$ cat src/sv/mats_pkg.sv
package mats_pkg;

    localparam int MATS_CHANNELS    = 9;
    localparam int MATS_TICK_DIVIDE = 3;

    // result actions
    localparam logic [1:0] ACT_PASS  = 2'd0;
    localparam logic [1:0] ACT_DROP  = 2'd1;
    localparam logic [1:0] ACT_VALUE = 2'd2;

    // status high nibbles
    localparam logic [3:0] KIND_NOTE_OFF   = 4'h8;
    localparam logic [3:0] KIND_NOTE_ON    = 4'h9;
    localparam logic [3:0] KIND_AFTERTOUCH = 4'hD;

    // register indexes
    localparam logic [2:0] REG_START_MODE = 3'd0;
    localparam logic [2:0] REG_FADE_IN    = 3'd1;
    localparam logic [2:0] REG_FADE_OUT   = 3'd2;
    localparam logic [2:0] REG_EMIT_CC    = 3'd3;
    localparam logic [2:0] REG_CONTROLLER = 3'd4;

    localparam logic [7:0] START_MODE_RST = 8'd1;
    localparam logic [6:0] FADE_RST       = 7'd8;
    localparam logic [6:0] CONTROLLER_RST = 7'd1;

    typedef struct packed {
        logic       req_type;
        logic [7:0] status_byte;
        logic [6:0] data_one;
        logic [6:0] data_two;
    } item_t;

    typedef struct packed {
        logic [1:0] action;
        logic       is_control_change;
        logic [3:0] out_channel;
        logic [6:0] out_controller;
        logic [6:0] out_value;
        logic       last;
    } result_t;

    typedef struct packed {
        logic [7:0] start_mode;
        logic [6:0] fade_in;
        logic [6:0] fade_out;
        logic       emit_cc;
        logic [6:0] controller_number;
    } cfg_t;

    typedef struct packed {
        logic capture;
        logic count_down;
        logic tick_start;
        logic msg_exec;
        logic pass_emit;
        logic tick_step;
        logic flush;
    } cmd_t;

    typedef struct packed {
        logic is_tick;
        logic cnt_zero;
        logic two_results;
        logic out_free;
        logic step_hold;
        logic idx_last;
        logic pend_valid;
    } sts_t;

    typedef enum logic [2:0] {
        ST_IDLE,
        ST_DECODE,
        ST_PASS,
        ST_TICK,
        ST_FLUSH
    } ctrl_state_t;

    function automatic result_t plain_result(input logic [1:0] action, input logic [3:0] ch);
        result_t r;
        r             = '0;
        r.action      = action;
        r.out_channel = ch;
        r.last        = 1'b1;
        return r;
    endfunction

    function automatic result_t value_result(input cfg_t cfg, input logic [3:0] ch,
                                             input logic [6:0] val);
        result_t r;
        r                   = '0;
        r.action            = ACT_VALUE;
        r.is_control_change = cfg.emit_cc;
        r.out_controller    = cfg.emit_cc ? cfg.controller_number : 7'd0;
        r.out_channel       = ch;
        r.out_value         = val;
        r.last              = 1'b0;
        return r;
    endfunction

endpackage

$ cat src/sv/mats_ctrl.sv
module mats_ctrl (
    input  logic          clk,
    input  logic          rst_n,
    input  logic          item_valid,
    output logic          item_stall,
    input  mats_pkg::sts_t sts,
    output mats_pkg::cmd_t cmd
);
    import mats_pkg::*;

    ctrl_state_t state_reg;
    ctrl_state_t state_next;

    always_ff @(posedge clk or negedge rst_n)
    begin
        if (!rst_n)
        begin
            state_reg <= ST_IDLE;
        end
        else
        begin
            state_reg <= state_next;
        end
    end

    always_comb
    begin
        state_next = state_reg;
        unique case (state_reg)
            ST_IDLE:
            begin
                if (item_valid)
                begin
                    state_next = ST_DECODE;
                end
            end
            ST_DECODE:
            begin
                if (sts.is_tick)
                begin
                    state_next = sts.cnt_zero ? ST_TICK : ST_IDLE;
                end
                else if (sts.out_free)
                begin
                    state_next = sts.two_results ? ST_PASS : ST_IDLE;
                end
            end
            ST_PASS:
            begin
                if (sts.out_free)
                begin
                    state_next = ST_IDLE;
                end
            end
            ST_TICK:
            begin
                if (!sts.step_hold && sts.idx_last)
                begin
                    state_next = ST_FLUSH;
                end
            end
            ST_FLUSH:
            begin
                if (!sts.pend_valid || sts.out_free)
                begin
                    state_next = ST_IDLE;
                end
            end
            default:
            begin
                state_next = ST_IDLE;
            end
        endcase
    end

    always_comb
    begin
        cmd        = '0;
        item_stall = 1'b1;
        unique case (state_reg)
            ST_IDLE:
            begin
                item_stall  = 1'b0;
                cmd.capture = item_valid;
            end
            ST_DECODE:
            begin
                if (sts.is_tick)
                begin
                    cmd.tick_start = sts.cnt_zero;
                    cmd.count_down = !sts.cnt_zero;
                end
                else
                begin
                    cmd.msg_exec = sts.out_free;
                end
            end
            ST_PASS:
            begin
                cmd.pass_emit = sts.out_free;
            end
            ST_TICK:
            begin
                cmd.tick_step = !sts.step_hold;
            end
            ST_FLUSH:
            begin
                cmd.flush = sts.pend_valid && sts.out_free;
            end
            default:
            begin
                cmd = '0;
            end
        endcase
    end

endmodule

$ cat src/sv/mats_dp.sv
module mats_dp #(
    parameter int CHANNELS    = mats_pkg::MATS_CHANNELS,
    parameter int TICK_DIVIDE = mats_pkg::MATS_TICK_DIVIDE
) (
    input  logic             clk,
    input  logic             rst_n,
    input  mats_pkg::item_t  item,
    output mats_pkg::result_t result,
    output logic             result_valid,
    input  logic             result_stall,
    input  mats_pkg::cfg_t   cfg,
    input  mats_pkg::cmd_t   cmd,
    output mats_pkg::sts_t   sts
);
    import mats_pkg::*;

    localparam int CH_W = (CHANNELS > 1) ? $clog2(CHANNELS) : 1;

    item_t            item_reg;
    logic [CH_W-1:0]  idx_reg;
    logic [1:0]       cnt_reg;
    logic [7:0]       held_reg   [CHANNELS];
    logic [10:0]      smooth_reg [CHANNELS];
    logic [6:0]       target_reg [CHANNELS];
    logic [6:0]       sent_reg   [CHANNELS];
    result_t          pend_reg;
    logic             pend_valid_reg;
    logic             pend_valid_next;
    result_t          out_reg;
    result_t          out_next;
    logic             out_valid_reg;
    logic             out_valid_next;
    logic             out_load;
    logic             out_free;

    // message path
    logic [3:0]       m_ch;
    logic [3:0]       m_kind;
    logic             m_in_range;
    logic [CH_W-1:0]  m_idx;
    logic [7:0]       m_held;
    logic             m_first;
    logic [6:0]       m_seed;

    // tick path
    logic [7:0]         t_held;
    logic [10:0]        t_smooth;
    logic [6:0]         t_target;
    logic signed [11:0] t_diff;
    logic signed [11:0] t_half;
    logic signed [11:0] t_lim_up;
    logic signed [11:0] t_lim_dn;
    logic signed [11:0] t_step;
    logic [11:0]        t_sum;
    logic [10:0]        t_new;
    logic [6:0]         t_val;
    logic               t_changed;

    assign m_ch       = item_reg.status_byte[3:0];
    assign m_kind     = item_reg.status_byte[7:4];
    assign m_in_range = {1'b0, m_ch} < 5'(CHANNELS);
    assign m_idx      = m_ch[CH_W-1:0];
    assign m_held     = m_in_range ? held_reg[m_idx] : 8'd0;
    assign m_first    = (m_kind == KIND_NOTE_ON) && m_in_range && (m_held == 8'd0);

    always_comb
    begin
        priority if (cfg.start_mode == 8'd1)
        begin
            m_seed = item_reg.data_two;
        end
        else if (cfg.start_mode < 8'd2)
        begin
            m_seed = 7'd0;
        end
        else if (cfg.start_mode > 8'd129)
        begin
            m_seed = 7'd127;
        end
        else
        begin
            m_seed = 7'(cfg.start_mode - 8'd2);
        end
    end

    // half the distance, rounded toward minus infinity, then slew clamp
    assign t_held   = held_reg[idx_reg];
    assign t_smooth = smooth_reg[idx_reg];
    assign t_target = target_reg[idx_reg];
    assign t_diff   = $signed({1'b0, t_target, 4'b0000}) - $signed({1'b0, t_smooth});
    assign t_half   = t_diff >>> 1;
    assign t_lim_up = $signed({3'b000, cfg.fade_in, 2'b00});
    assign t_lim_dn = -$signed({3'b000, cfg.fade_out, 2'b00});

    always_comb
    begin
        if (t_half > 12'sd0)
        begin
            t_step = (t_half > t_lim_up) ? t_lim_up : t_half;
        end
        else
        begin
            t_step = (t_half < t_lim_dn) ? t_lim_dn : t_half;
        end
    end

    assign t_sum     = {1'b0, t_smooth} + $unsigned(t_step);
    assign t_new     = t_sum[10:0];
    assign t_val     = t_new[10:4];
    assign t_changed = (t_held != 8'd0) && (t_val != sent_reg[idx_reg]);

    assign out_free = !out_valid_reg || !result_stall;

    always_comb
    begin
        sts             = '0;
        sts.is_tick     = item_reg.req_type;
        sts.cnt_zero    = (cnt_reg == 2'd0);
        sts.two_results = m_first;
        sts.out_free    = out_free;
        sts.step_hold   = t_changed && pend_valid_reg && !out_free;
        sts.idx_last    = (idx_reg == CH_W'(CHANNELS - 1));
        sts.pend_valid  = pend_valid_reg;
    end

    always_comb
    begin
        out_load = 1'b0;
        out_next = out_reg;
        if (cmd.msg_exec)
        begin
            out_load = 1'b1;
            if (m_kind == KIND_AFTERTOUCH)
            begin
                out_next = plain_result(ACT_DROP, m_ch);
            end
            else if (m_first)
            begin
                out_next = value_result(cfg, m_ch, m_seed);
            end
            else
            begin
                out_next = plain_result(ACT_PASS, m_ch);
            end
        end
        else if (cmd.pass_emit)
        begin
            out_load = 1'b1;
            out_next = plain_result(ACT_PASS, m_ch);
        end
        else if (cmd.tick_step && t_changed && pend_valid_reg)
        begin
            out_load = 1'b1;
            out_next = pend_reg;
        end
        else if (cmd.flush)
        begin
            out_load      = 1'b1;
            out_next      = pend_reg;
            out_next.last = 1'b1;
        end
        out_valid_next = out_load || (out_valid_reg && result_stall);
    end

    always_comb
    begin
        pend_valid_next = pend_valid_reg;
        if (cmd.tick_start || cmd.flush)
        begin
            pend_valid_next = 1'b0;
        end
        else if (cmd.tick_step && t_changed)
        begin
            pend_valid_next = 1'b1;
        end
    end

    always_ff @(posedge clk)
    begin
        if (cmd.capture)
        begin
            item_reg <= item;
        end
        if (out_load)
        begin
            out_reg <= out_next;
        end
        if (cmd.tick_step && t_changed)
        begin
            pend_reg <= value_result(cfg, 4'(idx_reg), t_val);
        end
    end

    always_ff @(posedge clk or negedge rst_n)
    begin
        if (!rst_n)
        begin
            out_valid_reg  <= 1'b0;
            pend_valid_reg <= 1'b0;
            idx_reg        <= '0;
            cnt_reg        <= 2'd0;
        end
        else
        begin
            out_valid_reg  <= out_valid_next;
            pend_valid_reg <= pend_valid_next;
            if (cmd.tick_start)
            begin
                idx_reg <= '0;
                cnt_reg <= 2'(TICK_DIVIDE - 1);
            end
            else if (cmd.count_down)
            begin
                cnt_reg <= cnt_reg - 2'd1;
            end
            else if (cmd.tick_step)
            begin
                idx_reg <= idx_reg + 1'b1;
            end
        end
    end

    // per-channel state
    always_ff @(posedge clk or negedge rst_n)
    begin
        if (!rst_n)
        begin
            for (int i = 0; i < CHANNELS; i++)
            begin
                held_reg[i]   <= 8'd0;
                smooth_reg[i] <= 11'd0;
                target_reg[i] <= 7'd0;
                sent_reg[i]   <= 7'd0;
            end
        end
        else
        begin
            if (cmd.msg_exec && m_in_range)
            begin
                unique case (m_kind)
                    KIND_AFTERTOUCH:
                    begin
                        if (m_held != 8'd0)
                        begin
                            target_reg[m_idx] <= item_reg.data_one;
                        end
                    end
                    KIND_NOTE_OFF:
                    begin
                        if (m_held != 8'd0)
                        begin
                            held_reg[m_idx] <= m_held - 8'd1;
                        end
                    end
                    KIND_NOTE_ON:
                    begin
                        if (m_held != 8'hFF)
                        begin
                            held_reg[m_idx] <= m_held + 8'd1;
                        end
                        if (m_first)
                        begin
                            target_reg[m_idx] <= m_seed;
                            smooth_reg[m_idx] <= {m_seed, 4'b0000};
                            sent_reg[m_idx]   <= m_seed;
                        end
                    end
                    default:
                    begin
                    end
                endcase
            end
            if (cmd.tick_step && (t_held != 8'd0))
            begin
                smooth_reg[idx_reg] <= t_new;
                if (t_changed)
                begin
                    sent_reg[idx_reg] <= t_val;
                end
            end
        end
    end

    assign result       = out_reg;
    assign result_valid = out_valid_reg;

endmodule

$ cat src/sv/midi_aftertouch_slew_smoother.sv
// Channel-aftertouch slew smoother for MIDI channels 0 .. CHANNELS-1.
// Input channel (item_valid / item_stall / item): a MIDI message or a tick,
// one beat each. Output channel (result_valid / result_stall / result):
// one or more result beats per message, the final one marked by last; a tick
// gives one beat per channel whose value changed, or none at all.
// The block works on one item at a time; item_stall is low only while idle.
// A message is decoded once accepted and loads its first result into the
// output register when that is free; a first note-on then adds a pass beat.
// A tick only counts the divider down while it is still counting, else the
// slew unit visits one channel entry per cycle unless the output stall holds it.
// The result beat sits in an output register; while the receiver stalls it
// holds, and the block keeps working until it needs that register again.
// The user must write settings over the APB port only while idle; the block
// does not enforce this. pready is always high. Reset clears all channel
// state, the tick divider and the output, and loads the register defaults.
module midi_aftertouch_slew_smoother #(
    parameter int CHANNELS    = mats_pkg::MATS_CHANNELS,
    parameter int TICK_DIVIDE = mats_pkg::MATS_TICK_DIVIDE
) (
    input  logic              clk,
    input  logic              rst_n,
    input  logic              item_valid,
    output logic              item_stall,
    input  mats_pkg::item_t   item,
    output logic              result_valid,
    input  logic              result_stall,
    output mats_pkg::result_t result,
    input  logic              psel,
    input  logic              penable,
    input  logic              pwrite,
    input  logic [4:0]        paddr,
    input  logic [31:0]       pwdata,
    output logic [31:0]       prdata,
    output logic              pready
);
    import mats_pkg::*;

    cfg_t cfg_reg;
    cmd_t cmd;
    sts_t sts;
    logic cfg_wr;

    assign pready = 1'b1;
    assign cfg_wr = psel && penable && pwrite;

    always_ff @(posedge clk or negedge rst_n)
    begin
        if (!rst_n)
        begin
            cfg_reg.start_mode        <= START_MODE_RST;
            cfg_reg.fade_in           <= FADE_RST;
            cfg_reg.fade_out          <= FADE_RST;
            cfg_reg.emit_cc           <= 1'b0;
            cfg_reg.controller_number <= CONTROLLER_RST;
        end
        else if (cfg_wr)
        begin
            unique case (paddr[4:2])
                REG_START_MODE: cfg_reg.start_mode        <= pwdata[7:0];
                REG_FADE_IN:    cfg_reg.fade_in           <= pwdata[6:0];
                REG_FADE_OUT:   cfg_reg.fade_out          <= pwdata[6:0];
                REG_EMIT_CC:    cfg_reg.emit_cc           <= pwdata[0];
                REG_CONTROLLER: cfg_reg.controller_number <= pwdata[6:0];
                default:
                begin
                end
            endcase
        end
    end

    always_comb
    begin
        unique case (paddr[4:2])
            REG_START_MODE: prdata = {24'd0, cfg_reg.start_mode};
            REG_FADE_IN:    prdata = {25'd0, cfg_reg.fade_in};
            REG_FADE_OUT:   prdata = {25'd0, cfg_reg.fade_out};
            REG_EMIT_CC:    prdata = {31'd0, cfg_reg.emit_cc};
            REG_CONTROLLER: prdata = {25'd0, cfg_reg.controller_number};
            default:        prdata = 32'd0;
        endcase
    end

    mats_ctrl u_ctrl (
        .clk        (clk),
        .rst_n      (rst_n),
        .item_valid (item_valid),
        .item_stall (item_stall),
        .sts        (sts),
        .cmd        (cmd)
    );

    mats_dp #(
        .CHANNELS    (CHANNELS),
        .TICK_DIVIDE (TICK_DIVIDE)
    ) u_dp (
        .clk          (clk),
        .rst_n        (rst_n),
        .item         (item),
        .result       (result),
        .result_valid (result_valid),
        .result_stall (result_stall),
        .cfg          (cfg_reg),
        .cmd          (cmd),
        .sts          (sts)
    );

endmodule

$ cat config.mk
export PLATFORM = sky130hd
export DESIGN_NAME = midi_aftertouch_slew_smoother
export DESIGN_NICKNAME = d
export VERILOG_FILES = /design/src/sv/mats_pkg.sv /design/src/sv/mats_ctrl.sv /design/src/sv/mats_dp.sv /design/src/sv/midi_aftertouch_slew_smoother.sv
export SDC_FILE = /design/constraint.sdc
export NUM_CORES = 1
export LEC_CHECK = 0
export BUFFER_PORTS_ARGS = -buffer_cell sky130_fd_sc_hd__buf_4
export CORE_MARGIN = 2
export CORE_UTILIZATION = 40
export DETAILED_ROUTE_END_ITERATION = 12
export SETUP_SLACK_MARGIN = 0.4
export SLEW_MARGIN = 0
export SYNTH_ARGS = -nofsm -noshare
export SYNTH_HDL_FRONTEND = slang
export SYNTH_HIERARCHICAL = 1
export SYNTH_SLANG_ARGS = --single-unit
$ cat constraint.sdc
create_clock -name clk -period 11.64 [get_ports clk]
set_input_delay 1.164 -clock clk [delete_from_list [all_inputs] [get_ports clk]]
set_output_delay 1.164 -clock clk [all_outputs]
set_load 0.1 [all_outputs]
-- Word level (Yosys, flattened, before mapping)
Index checks and enable logic that the tools add are counted.
- flip-flop bits (word level): 402
- bits of input ports: 67
- logic and storage cells: 244
- equal/unequal tests: 25
- muxes and demuxes: 91
- bitwise logic cells: 2
- reductions and logical operators: 48
- order comparisons: 10
- $add $sub $neg: 8
- operators by type and width (cell ; number):
    $mux 63 ; 7
    $mux 99 ; 4
    $bwmux 63 ; 4
    $bwmux 99 ; 2
    $bwmux 72 ; 2
    $mux 72 ; 2
    $pmux 72 s2 ; 1
    $mux 22 ; 6
    $pmux 63 s2 ; 1
    $demux 11 s4 ; 2
    $mux 11 ; 7
    $mux 7 ; 10
    $bmux 8 s4 ; 2
    $bmux 7 s4 ; 2
    $demux 7 s4 ; 2
    $mux 8 ; 6
    $bmux 11 s4 ; 1
    $pmux 8 s5 ; 1
    $demux 8 s4 ; 1
    $mux 3 ; 7
    $eq 4x4->1 const B ; 4
    $logic_and 1x1->1 ; 16
    $reduce_bool 8->1 ; 2
    $pmux 3 s5 ; 1
    other kinds (39) ; 91

-- Logic depth before layout (Yosys ltp)
Gate-level depths: netlist of the first run.
- depth after elaboration: 21
- gate-level depth with buffers: 48

-- Hierarchy
Netlist of the first run, hierarchy kept.
- by module, submodules not included (module ; seq. area each (µm²) ; cells each ; area each (µm²) ; times used):
    mats_dp ; 9554.2 ; 2022 ; 19884.1 ; 1
    midi_aftertouch_slew_smoother ; 755.7 ; 127 ; 1646.6 ; 1
    mats_ctrl ; 75.1 ; 39 ; 340.3 ; 1

-- Least setup slack after synthesis of the first run
Ideal clock, no wire load.
- path type: reg2reg
- start: reg u_dp.idx_reg[0]
- end: reg u_dp/pend_reg[10] (netlist bit), enable pin
- library setup time: 0.396 ns
- period minus slack after synthesis: 9.706 ns
- buffers on the path: 9
- data arrival time: 9.310 ns
- stages on the path, launching flop included: 42
- slack: 1.934 ns
- cell sequence: dfrtp_1 -> buf_4 -> buf_4 -> buf_2 -> buf_2 -> buf_2 -> buf_1 -> mux4_2 -> inv_1 -> o22ai_1 -> ha_1 -> clkbuf_1 -> and2_1 -> nand3_1 -> inv_1 -> a21oi_1 -> xnor2_1 -> ha_1 -> (+6 left out) -> ha_1 -> fa_1 -> a21oi_1 -> o211ai_1 -> o21ai_0 -> nand2b_1 -> a21oi_1 -> o21bai_1 -> a21o_1 -> xnor2_1 -> or3_1 -> a21oi_4 -> buf_6 -> buf_6 -> nor3_1 -> nor3b_1 -> nand2_1 -> nor2_1
- RTL lines (item ; line ; text):
    start: declaration ; mats_dp.sv:20 ; logic [CH_W-1:0] idx_reg;
    start signal: assignment ; mats_dp.sv:218 ; idx_reg <= idx_reg + 1'b1;
    end signal: assignment ; mats_dp.sv:190 ; pend_reg <= value_result(cfg, 4'(idx_reg), t_val);
    end: declaration ; mats_dp.sv:26 ; result_t pend_reg;

==> results of run 1 <==
-- cells by family after synthesis --
group           share of synthesized area [%]
compound gates                           15.8
xor+xnor                                 1.80
mux                                      11.8
simple gates                             15.3
flops                                    47.5
fa+ha+maj                                2.65
buf+inv                                  5.11
other cells                            0.0343
-- placed cells by master, fill, tap and decap left out, types with 7 or more instances in the layout --
cell,count
o211ai_1,22
inv_1,53
conb_1,25
xnor2_1,29
and2_1,19
nor2b_1,19
ha_1,44
nor3b_1,8
clkbuf_16,45
o22ai_1,29
clkbuf_1,16
dfrtp_1,332
nand2b_1,28
mux2_2,82
nand2_1,224
a22o_1,9
o22a_1,9
clkinv_2,9
o21ai_0,183
mux4_2,36
mux2_1,10
edfxtp_1,64
nor2_1,212
mux2_4,7
buf_4,120
o21a_1,16
nor4_1,19
xor2_1,16
nor2_2,8
nor3_1,18
a22oi_1,39
mux2i_1,58
a21oi_1,216
nand3_1,63
or3_1,10
o21ai_1,10
-- worst reg2reg max path: cells and delay by family (launching register included) --
kind / cells / cell delay, ns
AO/OA/AOI/OAI: 16 / 3.26
adder cells (fa/ha/maj): 4 / 1.25
buffers and inverters: 4 / 0.75
XOR/XNOR: 2 / 0.38
AND/OR/NAND/NOR: 13 / 3.73
flip-flops: 1 / 0.74
-- worst max path at each step --
stage	start	to	cells after the start
floorplan	u_dp/idx_reg[0]	u_dp/pend_reg[10]	41
global placement	u_dp/idx_reg[3]	u_dp/sent_reg[19]	39
detailed placement	u_dp/idx_reg[3]	u_dp/sent_reg[28]	40
CTS	u_dp/idx_reg[3]	u_dp/sent_reg[24]	40
global route	u_dp/idx_reg[3]	u_dp/sent_reg[54]	39
finish	u_dp/idx_reg[3]	u_dp/sent_reg[28]	39
-- cells in the mapped netlist, drive strengths merged (6+ instances only) --
| master | count | area share (%) |
|---|---|---|
| a21oi | 219 | 5.1 |
| a22o | 9 | 0.36 |
| a22oi | 39 | 1.3 |
| and2 | 19 | 0.54 |
| buf | 83 | 2.7 |
| clkbuf | 86 | 1.5 |
| dfrtp | 334 | 38 |
| edfxtp | 64 | 8.8 |
| ha | 44 | 2.5 |
| inv | 54 | 0.93 |
| mux2 | 99 | 5.2 |
| mux2i | 58 | 2.7 |
| mux4 | 38 | 3.9 |
| nand2 | 226 | 3.9 |
| nand2b | 28 | 0.80 |
| nand3 | 64 | 1.5 |
| nand4 | 6 | 0.17 |
| nor2 | 227 | 4.3 |
| nor2b | 20 | 0.61 |
| nor3 | 21 | 0.61 |
| nor3b | 8 | 0.27 |
| nor4 | 21 | 0.70 |
| o211ai | 22 | 0.76 |
| o21a | 16 | 0.55 |
| o21ai | 196 | 4.5 |
| o22a | 9 | 0.36 |
| o22ai | 29 | 0.83 |
| or3 | 11 | 0.34 |
| xnor2 | 29 | 1.2 |
| xor2 | 16 | 0.64 |
-- final cells by class --
type	instances	share of cell area, %
tap	696	3.58
multi-input combinational	1585	43.1
sequential	402	42.7
inverter	55	0.849
clock inverter	17	0.669
clock buffer	66	5.16
timing repair buffer	122	3.85
-- through the flow --
stage               std cells  setup slack, ns  utilization [%]
floorplan                2211             1.93                -
global placement         2860             1.76             42.5
detailed placement       2860             1.68             42.5
CTS                      2943             1.62             45.1
global route             2943            0.506             45.1
finish                   2943             1.43             45.1
-- metal layers --
layer  vias up  GRT usage (%)  part of all wire [%]
met5         -              0                     0
met4         0           7.38                   2.7
met3       119           4.88                   7.5
met2       603           36.9                    46
met1      8507           30.8                    43
li1       7873              -                     -
==> results_dict.tcl, run 1 <==
set metrics [dict create \
    period_minus_slack_ns 10.21 \
    critPathKind "flop to flop" \
    synthCells 2188 \
    postCtsResizedCells 0 \
    worstHoldStart "u_dp/target_reg[4]" \
    largest_reg_flops 99 \
    cpLargestDelayFamily "simple AND/OR/NAND/NOR gates" \
    viasPerCell 5.81 \
    clk_pin_slew_worst_paths_ns 0.06 \
    core_area_um2 53900 \
    grt_pass1_wl_um 101000 \
    seqCellArea_um2 10400 \
    hold_viol 0 \
    cp_common_cell "a21oi_1" \
    synthArstFlopShare_pct 84.1 \
    crit_fanout 17 \
    dr.first_iter.drc_count 1663 \
    worst_pin_slew_ns 1.20 \
    finClkSkew_ns 0.0158 \
    worstPathBufferInverterCount 4 \
    drtPass1Iterations 7 \
    maxCapViolCount 0 \
    ant_nets 0 \
    grt_pass1_vias 16900 \
    ys_warn_count 6 \
    stdcell_area_um2 24300 \
    final-setup-viol-count 0 \
    initial_core_util_pct 40.6 \
    pin_count 124 \
    seq_area_frac_synth_pct 47.5 \
    die_height_um 238 \
    max_stage_delay_ns 0.74 \
    clock_latency_ns 0.59 \
    rsz0062_at_grt "no" \
    slew-limit-headroom_pct 19.7 \
    reg2reg_slack_ns 1.43 \
    syn-cell-area_um2 21900 \
    io_buffers 72 \
    drive_above_1_share_pct 16.3 \
    multi_input_area_um2 10500 \
    fill_cells 5068 \
    end_kind "flop" \
    outcome "finished clean" \
    row_count 85 \
    h-tree-depth 2 \
    netlist-cell-type-count 97 \
    synth.avg_cell_area_um2 10.0 \
    synth_flop_cell "dfrtp_1" \
    root_buffer "clkbuf_16" \
    dpl_cell_area_um2 22900 \
    critPathLaunchType "flop" \
    grt_overflow 0 \
    drv_slew 0 \
    die-area_um2 56600 \
    synth-edff-count 64 \
    nets 2323 \
    hold_buffers 0 \
    grt_max_degree 128 \
    min_path_cells 1 \
    post-cts-setup-buffer-count 0 \
    holdCritPathClass "flop to flop" \
    antenna_cells 0 \
    cts_tree "yes" \
    die_w_um 238 \
    vias 17100 \
    cts.sinks 402 \
    ys_seq_elements 402 \
    tns_ns 0 \
    rr_startpoint "u_dp/idx_reg[3]" \
    clockBufferDepth 3 \
    cts-buffers-inserted 45 \
    place.gp.congestion 0.894 \
    holdPathEnd "u_dp/target_reg[4]" \
    rr_worst_depth 39 \
    fin_crit_sh_pct 87.7 \
    grtUsageTotal_pct 22.9 \
    grt_antenna_before_repair 0 \
    max_freq_mhz 98.0 \
    r2r_end "u_dp/sent_reg[28]" \
    finalWirelength_um 64300 \
    worstPathRequired_ns 12.13 \
    drc 0 \
    hpwl_um 45100 \
    timing.hold.ws_ns 0.490 \
    arrival_ns 10.69 \
    slowest_stage "dfrtp_1" \
    wl_per_cell_um 21.8 \
    syn_to_final_growth_pct 11.2 \
]
Power of run 1 is not shown: default switching activity piles up to over one toggle a cycle in this logic, so the estimate is an artifact.
==> run 2: changes to the inputs <==
- BUFFER_PORTS_ARGS: -buffer_cell sky130_fd_sc_hd__buf_4 -> -buffer_cell sky130_fd_sc_hd__buf_2
- SYNTH_HIERARCHICAL: 1 -> default
==> results_dict.tcl, run 2 <==
set metrics [dict create \
    outcome "finished clean" \
    grt_pass1_wl_um 99300 \
    ys_warn_count 0 \
    worst_pin_slew_ns 1.27 \
    rr_startpoint "u_dp.idx_reg[2]" \
    cpLargestDelayFamily "compound AO/OA/AOI/OAI gates" \
    hold_viol 0 \
    synth.avg_cell_area_um2 10.4 \
    tns_ns 0 \
    wl_per_cell_um 22.6 \
    rsz0062_at_grt "no" \
    root_buffer "clkbuf_16" \
    netlist-cell-type-count 82 \
    grt_pass1_vias 16600 \
    die-area_um2 56600 \
    pin_count 124 \
    arrival_ns 11.03 \
    drive_above_1_share_pct 15.3 \
    min_path_cells 2 \
    post-cts-setup-buffer-count 0 \
    row_count 85 \
    holdCritPathClass "flop to flop" \
    h-tree-depth 2 \
    io_buffers 72 \
    synth_flop_cell "dfrtp_1" \
    path_depth 36 \
    worstPathRequired_ns 12.06 \
    nets 2254 \
    vias 16800 \
    seqCellArea_um2 10400 \
    mostFrequentLayoutCells "dfrtp_1, mux2i_1, nand2_1" \
    postCtsResizedCells 0 \
    grt_antenna_before_repair 0 \
    fill_cells 4976 \
    hold_buffers 0 \
    finalWirelength_um 65000 \
    slew-limit-headroom_pct 15.1 \
    hpwl_um 45200 \
    final-setup-viol-count 0 \
    critPathLaunchType "flop" \
    cp_common_cell "a21oi_1" \
    synth-edff-count 64 \
    clock_latency_ns 0.60 \
    period_minus_slack_ns 10.61 \
    die_height_um 238 \
    ant_nets 0 \
    r2r_end "u_dp.smooth_reg[14]" \
    ys_seq_elements 402 \
    critPathLaunch "u_dp.idx_reg[2]" \
    reg2reg_slack_ns 1.03 \
    clockBufferDepth 3 \
    max_freq_mhz 94.2 \
    maxCapViolCount 0 \
    crit_fanout 40 \
    yosys.area.top_type_share_pct 38.2 \
    largest_reg_flops 99 \
    drc 0 \
    multi_input_area_um2 10700 \
    place.gp.congestion 0.915 \
    rr_worst_depth 36 \
    syn_to_final_growth_pct 11.8 \
    grtUsageTotal_pct 22.9 \
    dr.first_iter.drc_count 1693 \
    worstPathBufferInverterCount 4 \
    finClkSkew_ns 0.0333 \
    synthCells 2103 \
    cts.sinks 402 \
    fin_crit_sh_pct 91.2 \
    seq_area_frac_synth_pct 47.5 \
    viasPerCell 5.83 \
    cts_tree "yes" \
    synthTopCellsByArea "dfrtp_1, mux2i_1, edfxtp_1" \
    cts-buffers-inserted 44 \
    synthTopCellsByCount "dfrtp_1, mux2i_1, nand2_1" \
    grt_overflow 0 \
    max_stage_delay_ns 1.04 \
    clk_pin_slew_worst_paths_ns 0.06 \
    die_w_um 238 \
    post-synth-top-area-cell "dfrtp_1" \
    synthArstFlopShare_pct 84.1 \
    layout_commonest_cell "dfrtp_1" \
    yosysMostFrequentCell "dfrtp_1" \
    setup.worst_path.end "u_dp.smooth_reg[14]" \
    end_kind "flop" \
    initial_core_util_pct 40.6 \
    grt_max_degree 162 \
    drv_slew 0 \
    drtPass1Iterations 6 \
    core_area_um2 53900 \
    slowest_stage "dfrtp_2" \
    antenna_cells 0 \
    critPathKind "flop to flop" \
    syn-cell-area_um2 21900 \
]
[run 2: changes by cell type in the layout (fill, tap and decap cells not counted), sizes merged, moves of 9 or more]
cell and delta:
a21oi -30, a22oi -18, a32o +9, mux2 -38
mux2i +190, nand2 -18, nand2b -14, nand3 -31
nor2 -34, o211ai -18, o21ai -58, o22ai -16
xnor2 -9
[run 2: how the worst min path moves through the flow]
| stage | from | endpoint | slack (ns) |
|---|---|---|---|
| floorplan | u_dp.idx_reg[3] | u_dp.pend_reg[18] | 0.42 |
| global placement | u_dp.target_reg[41] | u_dp.target_reg[41] | 0.46 |
| detailed placement | u_dp.target_reg[44] | u_dp.target_reg[44] | 0.47 |
| CTS | u_dp.target_reg[33] | u_dp.target_reg[33] | 0.48 |
| global route | u_dp.target_reg[37] | u_dp.target_reg[37] | 0.50 |
| finish | u_dp.target_reg[35] | u_dp.target_reg[35] | 0.48 |
[run 2: through the flow]
stage          worst slack (ns)  cells  cell area [um^2]  hold slack, ns  utilization [%]
6_report                   1.03   2873             24500           0.478             45.4
5_1_grt                   0.549   2873             24500           0.499             45.4
4_1_cts                    1.19   2873             24500           0.483             45.4
3_5_place_dp               1.22   2791             22900           0.470             42.5
3_3_place_gp               1.31   2791             22900           0.457             42.5
2_1_floorplan              2.37   2126             22000           0.420                -
[run 2: worst min-delay path, cell delays in order, from the launching register on]
cell,delay [ns]
dfrtp_1,0.34
nand2_1,0.04
o21ai_0,0.06
[run 2: cell type report]
class,instances,area share (%)
inverter,62,0.962
clock buffer,62,5.10
tap,696,3.56
clock inverter,20,1.24
timing repair buffer,117,2.95
multi-input combinational,1514,43.7
sequential,402,42.5
[run 2: kinds of logic after synthesis]
family                     Yosys count  share of synthesized area, %
AOI/OAI and AO/OA                  475                          13.1
xor gates and xnor gates            35                          1.47
adders and majority gates           46                          2.67
buffers and inverters              210                          4.38
DFF                                402                          47.5
muxes                              348                          18.5
other                                2                        0.0343
and+or+nand+nor                    585                          12.4
[run 2: routing by layer]
metal	global-route usage [%]	vias to the layer above	wire length [um]
met1	31.4	8436	28900
met2	37.2	571	30200
met3	3.45	126	4030
li1	-	7617	-
met5	0	-	0
met4	7.38	0	1860
Power of run 2 is left out for the same reason.
